`config.mk`:
```
export PLATFORM = sky130hd
export DESIGN_NAME = lmfe_ctrl
export DESIGN_NICKNAME = d
export VERILOG_FILES = /design/src/rtl/core/lmfe_pkg.sv /design/src/rtl/core/lmfe_ctrl.sv
export SDC_FILE = /design/constraint.sdc
export NUM_CORES = 1
export LEC_CHECK = 0
export BUFFER_PORTS_ARGS = -buffer_cell sky130_fd_sc_hd__buf_4
export CORE_AREA = 2 2 39 41
export CTS_CLUSTER_DIAMETER = 120
export DETAILED_ROUTE_END_ITERATION = 6
export DIE_AREA = 0 0 41 43
export GPL_ROUTABILITY_DRIVEN = 0
export HOLD_SLACK_MARGIN = 0.15
export SYNTH_ARGS = -nofsm -noshare
export SYNTH_HDL_FRONTEND = slang
export SYNTH_SLANG_ARGS = --single-unit
```
`constraint.sdc`:
```
create_clock -name clk -period 1.86 [get_ports clk]
set_clock_uncertainty 0.1 [all_clocks]
set_input_delay 0.186 -clock clk [delete_from_list [all_inputs] [get_ports clk]]
set_output_delay 0.186 -clock clk [all_outputs]
set_load 0.03 [all_outputs]
```
`src/rtl/core/lmfe_pkg.sv`:
```
`default_nettype none
// ----------------------------------------------------------------------------
// lmfe_pkg
// Shared types, codes and the gamma table of the LED matrix frame encoder.
// ----------------------------------------------------------------------------
package lmfe_pkg;

	localparam int PANEL_WIDTH      = 13;
	localparam int PANEL_HEIGHT     = 9;
	localparam int BRIGHTNESS_SCALE = 32;

	// coordinate math width: holds 2 * panel width for the full panel range
	localparam int COORD_W = 8;

	localparam logic ACT_WRITE = 1'b0;
	localparam logic ACT_FETCH = 1'b1;

	localparam logic [1:0] SLOT_GREEN = 2'd0;
	localparam logic [1:0] SLOT_RED   = 2'd1;
	localparam logic [1:0] SLOT_BLUE  = 2'd2;

	localparam logic [1:0] ORIENT_MIRROR = 2'd1;
	localparam logic [1:0] ORIENT_ROTATE = 2'd2;

	typedef struct packed {
		logic       action;
		logic [4:0] column;
		logic [3:0] row;
		logic [7:0] red;
		logic [7:0] green;
		logic [7:0] blue;
	} item_t;

	typedef struct packed {
		logic [31:0] spi_code;
		logic [7:0]  led_position;
		logic [1:0]  colour_slot;
		logic        last_of_led;
		logic        last_of_frame;
	} result_t;

	typedef struct packed {
		logic       clr;
		logic       capture;
		logic       wr;
		logic       emit;
		logic [1:0] slot;
		logic       advance;
	} cmd_t;

	typedef struct packed {
		logic clr_done;
	} status_t;

	typedef logic [7:0] gamma_rom_t [256];

	// round(S * (i/255)^1.2), halves up, exact: smallest u with
	// (2u+1)^5 * 255^6 > 32 * S^5 * i^6, saturated at 255
	function automatic logic [7:0] gamma_entry(int unsigned i);
		logic [127:0] rhs;
		logic [127:0] lhs;
		logic [127:0] base;
		logic [7:0]   res;
		logic         done;
		rhs  = 128'd32;
		base = 128'd1;
		res  = 8'd255;
		done = 1'b0;
		for (int n = 0; n < 5; n++) rhs = rhs * 128'(BRIGHTNESS_SCALE);
		for (int n = 0; n < 6; n++) rhs = rhs * 128'(i);
		for (int n = 0; n < 6; n++) base = base * 128'd255;
		for (int u = 0; u < 255; u++) begin
			if (!done) begin
				lhs = base;
				for (int n = 0; n < 5; n++) lhs = lhs * 128'(2 * u + 1);
				if (lhs > rhs) begin
					res  = 8'(u);
					done = 1'b1;
				end
			end
		end
		return res;
	endfunction

	function automatic gamma_rom_t build_gamma();
		gamma_rom_t rom;
		for (int i = 0; i < 256; i++) rom[i] = gamma_entry(i);
		return rom;
	endfunction

	localparam gamma_rom_t GAMMA_ROM = build_gamma();

endpackage
`default_nettype wire

```
`src/rtl/core/lmfe_ctrl.sv`:
```
`default_nettype none
// ----------------------------------------------------------------------------
// lmfe_ctrl
// Sequencer: frame clear after reset, pixel write, three-beat fetch.
// ----------------------------------------------------------------------------
module lmfe_ctrl (
	input  wire logic              clk,
	input  wire logic              arst_n,
	input  wire logic              start,
	input  wire logic              action,
	input  wire lmfe_pkg::status_t sts,
	output lmfe_pkg::cmd_t         cmd,
	output logic                   busy
);
	import lmfe_pkg::*;

	typedef enum logic [2:0] {
		ST_CLEAR,
		ST_IDLE,
		ST_WRITE,
		ST_GREEN,
		ST_RED,
		ST_BLUE
	} state_t;

	state_t state_q;

	always_ff @(posedge clk or negedge arst_n) begin
		if (!arst_n) begin
			state_q <= ST_CLEAR;
		end else begin
			unique case (state_q)
				ST_CLEAR: if (sts.clr_done) state_q <= ST_IDLE;
				ST_IDLE: begin
					if (start) begin
						state_q <= (action == ACT_FETCH) ? ST_GREEN : ST_WRITE;
					end
				end
				ST_WRITE: state_q <= ST_IDLE;
				ST_GREEN: state_q <= ST_RED;
				ST_RED:   state_q <= ST_BLUE;
				ST_BLUE:  state_q <= ST_IDLE;
				default:  state_q <= ST_IDLE;
			endcase
		end
	end

	assign busy = (state_q != ST_IDLE);

	always_comb begin
		cmd         = '0;
		cmd.clr     = (state_q == ST_CLEAR);
		cmd.capture = (state_q == ST_IDLE) && start;
		cmd.wr      = (state_q == ST_WRITE);
		cmd.emit    = (state_q == ST_GREEN) || (state_q == ST_RED) || (state_q == ST_BLUE);
		cmd.advance = (state_q == ST_BLUE);
		unique case (state_q)
			ST_RED:  cmd.slot = SLOT_RED;
			ST_BLUE: cmd.slot = SLOT_BLUE;
			default: cmd.slot = SLOT_GREEN;
		endcase
	end

	a_accept_busy: assert property (@(posedge clk) disable iff (!arst_n)
		start && !busy |=> busy)
		else $error("accepted item did not raise busy");

	a_blue_idle: assert property (@(posedge clk) disable iff (!arst_n)
		cmd.advance |=> !busy)
		else $error("fetch did not return to idle after blue beat");

	a_emit_busy: assert property (@(posedge clk) disable iff (!arst_n)
		cmd.emit |-> busy)
		else $error("beat emitted while idle");

endmodule
`default_nettype wire

```
After elaboration in Yosys (flattened, before gate mapping)
Cells that the tools add are included.

storage, ports and cells
  register bits = 3
  input port bits = 5
  output and inout port bits = 8
  word-level logic and storage cells = 19

operators by class
  equality and inequality tests = 8
  muxes and demuxes = 5
  reductions and logical operators = 5

operators by type and width
  operator                                                                  count
  3-bit one-hot mux with 4 select lines                                     1
  3-bit by 2-bit == test with 1-bit output (second input constant)          2
  3-bit == test (second input constant)                                     2
  3-bit two-way mux                                                         2
  2-bit inequality test (second input constant)                             2
  2-bit one-hot mux with 2 select lines                                     1
  3-bit by 1-bit == test with 1-bit output (second input constant)          1
  3-bit zero test                                                           1
  3-bit by 1-bit inequality test with 1-bit output (second input constant)  1
  1-bit logical OR                                                          2
  2-bit AND reduction                                                       1
  1-bit logical AND                                                         1
  1-bit two-way mux                                                         1

Logic depth before layout (Yosys ltp)
Gate-level depths: netlist (run 1).

  depth after elaboration = 3
  depth in mapped cells = 4
  depth with buffers taken out = 2

Worst setup path before layout (run 1)
Ideal clock, no wire load.

  kind = reg-to-output
  start = register state_q[1]
  end = output cmd[2] (netlist bit)
  data arrival time = 1279 ps
  data required time = 1574 ps
  path slack = 295 ps
  cell stages (with the launch flop) = 4
  buffers on the path = 1
  cell sequence = dfrtp_1 nand2b_4 nor2_1 buf_4

RTL lines
  item                    RTL line         RTL
  from (decl)             lmfe_ctrl.sv:26  state_t state_q;
  from (signal assigned)  lmfe_ctrl.sv:36  state_q <= (action == ACT_FETCH) ? ST_GREEN : ST_WRITE;
  to (decl)               lmfe_ctrl.sv:12  output lmfe_pkg::cmd_t cmd,

==> flow_summary_export.csv, run 1 <==
group,metric,value,unit
finish,syn_to_final_growth,73.3,%
power_and_ir_drop,power.leakage,0.182,nW
drt,ant_nets,0,
global_route,antenna_found_initial,0,
power_and_ir_drop,clkPwrFrac,0.160,
global_route,grt_pass1_wl,759,µm
timing,layout_setup_ws,0.394,ns
clocking,root_buffer,"clkbuf_4",
global_route,track_usage,0.0755,
floorplanning,die_area,1760,µm²
clocking,clock_sinks,3,
worst_setup_path,path_delay_family,"flip-flops",
worst_setup_path,r2r_end,"state_q[0]",
power_and_ir_drop,sequentialPowerShare,0.215,
clocking,cts-root-to-sink-buffers,2,
synth,yosys_register_bits,3,
timing,tightest_slew,0.245,ns
drt,drc_errors,0,
worst_setup_path,criticalPathCategory,"reg2out",
power_and_ir_drop,cellInternalPower,0.363,mW
power_and_ir_drop,combPwrFrac,0.625,
floorplanning,dieWidth,41,µm
worst_setup_path,path_cells,"nor2_1 -> and3_1 -> buf_4",
run_status,status,"complete, no violations",
worst_setup_path,critPathSlowestCell,"dfrtp_1",
power_and_ir_drop,switching_share,0.500,
drt,drt_pass1_iterations,2,
worst_setup_path,crit_required,1.57,ns
finish,nFillCells,161,
finish,final_cells,55,
synth,yosysSeqAreaShare,0.373,
finish,drive_above_1_share,0.487,
finish,final-seq-area,75.1,µm²
finish,largest_register_ffs,3,
worst_setup_path,regToRegSetupSlack,0.87,ns
place,portBuffers,12,
drt,drtIter0Drc,5,
worst_setup_path,critPathLaunchType,"register",
worst_setup_path,rr_startpoint,"state_q[0]",
clocking,clock_latency,0.23,ns
clocking,holdBufCountCts,3,
synth,synth.avg_cell_area,9.16,µm²
finish,largest_register,"state_q",
finish,diodes,0,
power_and_ir_drop,p_sw,0.364,mW
floorplanning,initial_core_util,0.146,
floorplanning,die_h,43,µm
worst_setup_path,critPathCaptureType,"output port",
clocking,post_cts_buffers,0,
finish,finalNetCount,45,
timing,period_share,0.788,
finish,largestRegisters,"state_q: 3 flops",
timing,setup_tns,0,ns
synth,synthesis.nets,27,
worst_setup_path,path_depth,3,
power_and_ir_drop,p_per_area,2080,nW/µm²
drt,wire_per_inst,8.53,µm
clocking,numCtsBuffers,3,
synth,netlist_area,201,µm²
synth,synth_area_leaders,"dfrtp_1 37%, o311ai_2 8.1%, nand2b_4 6.8%, and3_1 6.2%, buf_6 5.6%",
clocking,cts_resized,0,
floorplanning,num_rows,14,
timing,final.min_clock_period,1.47,ns
synth,yosys.cell_types.count,16,
finish,multi_input_area,100,µm²
timing,hold_viol,0,
drt,avgViaCountPerCell,3.69,
synth,ys_async_sr_fraction,1.00,
drt,wirelength,469,µm
worst_setup_path,r2r_cells,2,
clocking,cts_max_level,1,
timing,rsz0062_at_grt,"false",
worst_setup_path,arrival,1.18,ns
timing,fmax,682,MHz
worst_hold_path,holdCritPathClass,"in2async",
worst_setup_path,worst-path-buf-inv,1,
synth,yosys-top-cells-count,"3 x dfrtp_1, 3 x nor2_1, 2 x and3_1, 2 x nand2_1",
global_route,grt-ovfl-total,0,
global_route,grt_pass1_vias,192,
floorplanning,coreArea,1380,µm²
global_route,grt_max_degree,10,
timing,slew_headroom,0.837,
synth,synth_edf_count,0,
power_and_ir_drop,ir_drop,0.579,mV
clocking,cts_tree,"yes",
timing,setup_viol,0,
worst_setup_path,worstPathMaxFanout,5,
clocking,clkTransAtPathRegs,0.04,ns
drt,routed-via-count,203,
job,drv_cap,0,
synth,yosys.area.top_type,"dfrtp_1",
synth,synth_flop_cell,"dfrtp_1",
place,hpwl,350,µm
place,placedCellCount,48,
synth,yosysWarningCount,0,
timing,slew_violations,0,
place,detailedPlace.worstSlack,0.624,ns
synth,syn_inst,22,
floorplanning,io_pins,13,
worst_setup_path,critPathMaxStageDelay,0.44,ns
synth,synth_top_area_frac,0.373,
==> per-layer routing <==
layer  vias up  wire length (µm)  track usage
met2         9               208       0.0750
li1        108                 -            -
met5         -                 0            0
met1        86               226       0.0874
met4         0                 0        0.100
met3         0                34       0.0471
==> through the flow <==
stage          cell area, µm²  hold slack [ns]  total power [mW]  utilization
2_1_floorplan             201           -0.210             0.483            -
3_3_place_gp              293           -0.123             0.605        0.212
6_report                  349            0.177             0.727        0.252
3_5_place_dp              293           -0.123             0.611        0.212
4_1_cts                   349            0.168             0.739        0.252
5_1_grt                   349            0.174             0.790        0.252
==> worst max path at each step <==
stage / from / to / slack (ns)
after floorplan: state_q[1] / cmd[2] / 0.29
after global placement: state_q[2] / cmd[5] / 0.65
after detailed placement: state_q[1] / cmd[2] / 0.62
after CTS: state_q[1] / cmd[2] / 0.36
after global routing: state_q[1] / cmd[0] / 0.26
final: state_q[2] / cmd[5] / 0.39
==> final cells by class <==
cell class,instances,area share
Inverter,2,0.0215
Sequential cell,3,0.215
Timing Repair Buffer,15,0.344
Tap cell,16,0.0573
Multi-Input combinational cell,15,0.287
Clock buffer,4,0.0753
==> kinds of logic after synthesis <==
logic type / synth area share
buffers and inverters: 0.130
AOI/OAI and AO/OA: 0.143
and+or+nand+nor: 0.354
DFF: 0.373
==> power by group through the flow <==
stage / registers (mW) / clock network, mW / logic, mW
floorplan: 0.129 / 0 / 0.353
global placement: 0.155 / 0 / 0.450
detailed placement: 0.158 / 0 / 0.452
CTS: 0.157 / 0.122 / 0.460
global route: 0.168 / 0.134 / 0.488
finish: 0.157 / 0.116 / 0.454
==> layout by cell type, fill, tap and decap left out, types with 2 or more instances in the layout <==
cell type / instances
nand2_1: 2
dlygate4sd3_1: 3
nor2_1: 3
dfrtp_1: 3
buf_4: 12
and3_1: 2
clkbuf_4: 3
Power figures use the tool's default switching activity.
==> run 2: changes to the inputs <==
==> constraint.sdc (replaced) <==
create_clock -name clk -period 1.34 [get_ports clk]
set_clock_uncertainty 0.1 [all_clocks]
set_input_delay 0.134 -clock clk [delete_from_list [all_inputs] [get_ports clk]]
set_output_delay 0.134 -clock clk [all_outputs]
set_load 0.03 [all_outputs]
==> flow_summary_export.csv, run 2 (synthesis gave the netlist of run 1 again) <==
group,metric,value,unit
drt,routed-via-count,237,
worst_setup_path,criticalPathCategory,"reg2out",
global_route,met3_usage,0.0471,
clocking,numCtsBuffers,3,
worst_setup_path,r2r_cells,4,
floorplanning,num_rows,14,
timing,period_share,1.01,
worst_setup_path,critPathCaptureType,"output port",
drt,avgViaCountPerCell,3.82,
global_route,use_met2,0.100,
finish,finalNetCount,52,
finish,layout_common_cells,"12 x buf_4, 6 x buf_6, 4 x dlygate4sd3_1",
finish,largestRegisters,"state_q: 3 flops",
worst_setup_path,worstPathMaxFanout,5,
power_and_ir_drop,ir_drop,0.906,mV
drt,drtIter0Drc,5,
run_status,violations,"setup timing",
floorplanning,io_pins,13,
global_route,grt-ovfl-total,0,
worst_setup_path,crit_required,1.11,ns
worst_hold_path,whs_path_depth,3,
worst_setup_path,arrival,1.13,ns
global_route,grt_pass1_wl,890,µm
place,portBuffers,12,
global_route,grt_max_degree,9,
run_status,status,"complete, but fails checks",
clocking,clock_sinks,3,
finish,largest_register,"state_q",
drt,ant_nets,0,
drt,drt_pass1_iterations,2,
timing,final.min_clock_period,1.36,ns
worst_setup_path,critPathLaunchType,"register",
timing,tightest_slew,0.227,ns
power_and_ir_drop,p_per_area,2800,nW/µm²
power_and_ir_drop,switching_share,0.465,
clocking,cts-root-to-sink-buffers,2,
worst_hold_path,holdCritPathClass,"in2reg",
floorplanning,coreArea,1380,µm²
power_and_ir_drop,p_sw,0.589,mW
clocking,clkTransAtPathRegs,0.04,ns
floorplanning,die_h,43,µm
clocking,root_buffer,"clkbuf_4",
clocking,clock_latency,0.24,ns
timing,hold_viol,0,
floorplanning,initial_core_util,0.146,
global_route,track_usage,0.0875,
finish,diodes,0,
global_route,grt_pass1_vias,219,
clocking,cts_max_level,1,
global_route,gr-max-usage-layer,"met4",
floorplanning,die_area,1760,µm²
global_route,antenna_found_initial,0,
power_and_ir_drop,combPwrFrac,0.692,
power_and_ir_drop,cellInternalPower,0.678,mW
finish,utilization,0.327,
clocking,cts_tree,"yes",
timing,setup_viol,4,
global_route,grtUsageMet1,0.0906,
drt,drc_errors,0,
place,hpwl,347,µm
finish,layout_commonest_cell,"buf_4",
floorplanning,dieWidth,41,µm
timing,slew_headroom,0.849,
job,drv_cap,0,
drt,wire_per_inst,8.95,µm
timing,rsz0062_at_grt,"true",
finish,drive_above_1_share,0.696,
finish,syn_to_final_growth,125,%
timing,slew_violations,0,
power_and_ir_drop,power,1.27,mW
power_and_ir_drop,clkPwrFrac,0.128,
power_and_ir_drop,power.leakage,0.220,nW
drt,wirelength,555,µm
power_and_ir_drop,sequentialPowerShare,0.180,
timing,fmax,735,MHz
timing,layout_setup_ws,-0.0197,ns
finish,largest_register_ffs,3,
## run 2: changes by cell type in the layout (fill, tap and decap cells not counted)
cell / change
buf_6: +6
dfrtp_1: -3
dfrtp_2: +3
dlygate4sd3_1: +1
nor2_1: -3
nor2_2: +1
nor2_4: +2
nor3_1: -1
nor3_2: +1
## run 2: through the flow
step / instances / cell area (µm²) / hold slack [ns] / setup TNS, ns / worst slack, ns
2_1_floorplan: 22 / 209 / -0.262 / -0.00448 / -0.00448
6_report: 62 / 453 / 0.172 / -0.0697 / -0.0197
5_1_grt: 62 / 453 / 0.186 / -0.292 / -0.0631
3_5_place_dp: 48 / 300 / -0.176 / 0 / 0.162
4_1_cts: 60 / 410 / 0.173 / -0.0816 / -0.0230
3_3_place_gp: 48 / 300 / -0.177 / 0 / 0.155
## run 2: what timing repair did
item / CTS / global route
hold buffers: 4 / 0
gates resized for setup: 6 / 7
pin swaps: 0 / 0
buffers inserted: 4 / 2
endpoints found under the setup margin: 7 / 6
endpoints found under the hold margin: 5 / 0
cloned: 0 / 0
## run 2: final cells by class
class / count / area [µm²]
Inverter: 2 / 7.51
Sequential cell: 3 / 78.8
Timing Repair Buffer: 22 / 198
Multi-Input combinational cell: 15 / 123
Clock buffer: 4 / 26.3
Tap cell: 16 / 20.0
Fill cell: 158 / 931
## run 2: final timing paths
check | from | endpoint | slack, ns
worst max-delay path | state_q[2] | cmd[3] | -0.02
worst min-delay path | action | state_q[0] | 0.17
worst max register to register | state_q[0] | state_q[0] | 0.13
worst min register to register | state_q[0] | state_q[2] | 0.48
max in group asynchronous | arst_n | state_q[1] | 0.30
min in group asynchronous | arst_n | state_q[0] | 0.68
## run 2: critical path, cell delays in order (launching register included)
cell and delay [ns]:
dfrtp_2 0.43, buf_4 0.15, nand2b_4 0.09, nand2_1 0.07, buf_6 0.14
## run 2: per-layer routing
layer | wire length [µm] | part of all wire | up-vias
li1 | - | - | 120
met1 | 207 | 0.37 | 107
met2 | 301 | 0.54 | 10
met3 | 46 | 0.083 | 0
met4 | 0 | 0 | 0
met5 | 0 | 0 | -
## run 2: power groups by stage
stage / logic (mW) / registers, mW / clock network [mW]
floorplan: 0.505 / 0.184 / 0
global placement: 0.635 / 0.229 / 0
detailed placement: 0.637 / 0.229 / 0
CTS: 0.778 / 0.228 / 0.171
global route: 0.932 / 0.241 / 0.173
finish: 0.877 / 0.228 / 0.162
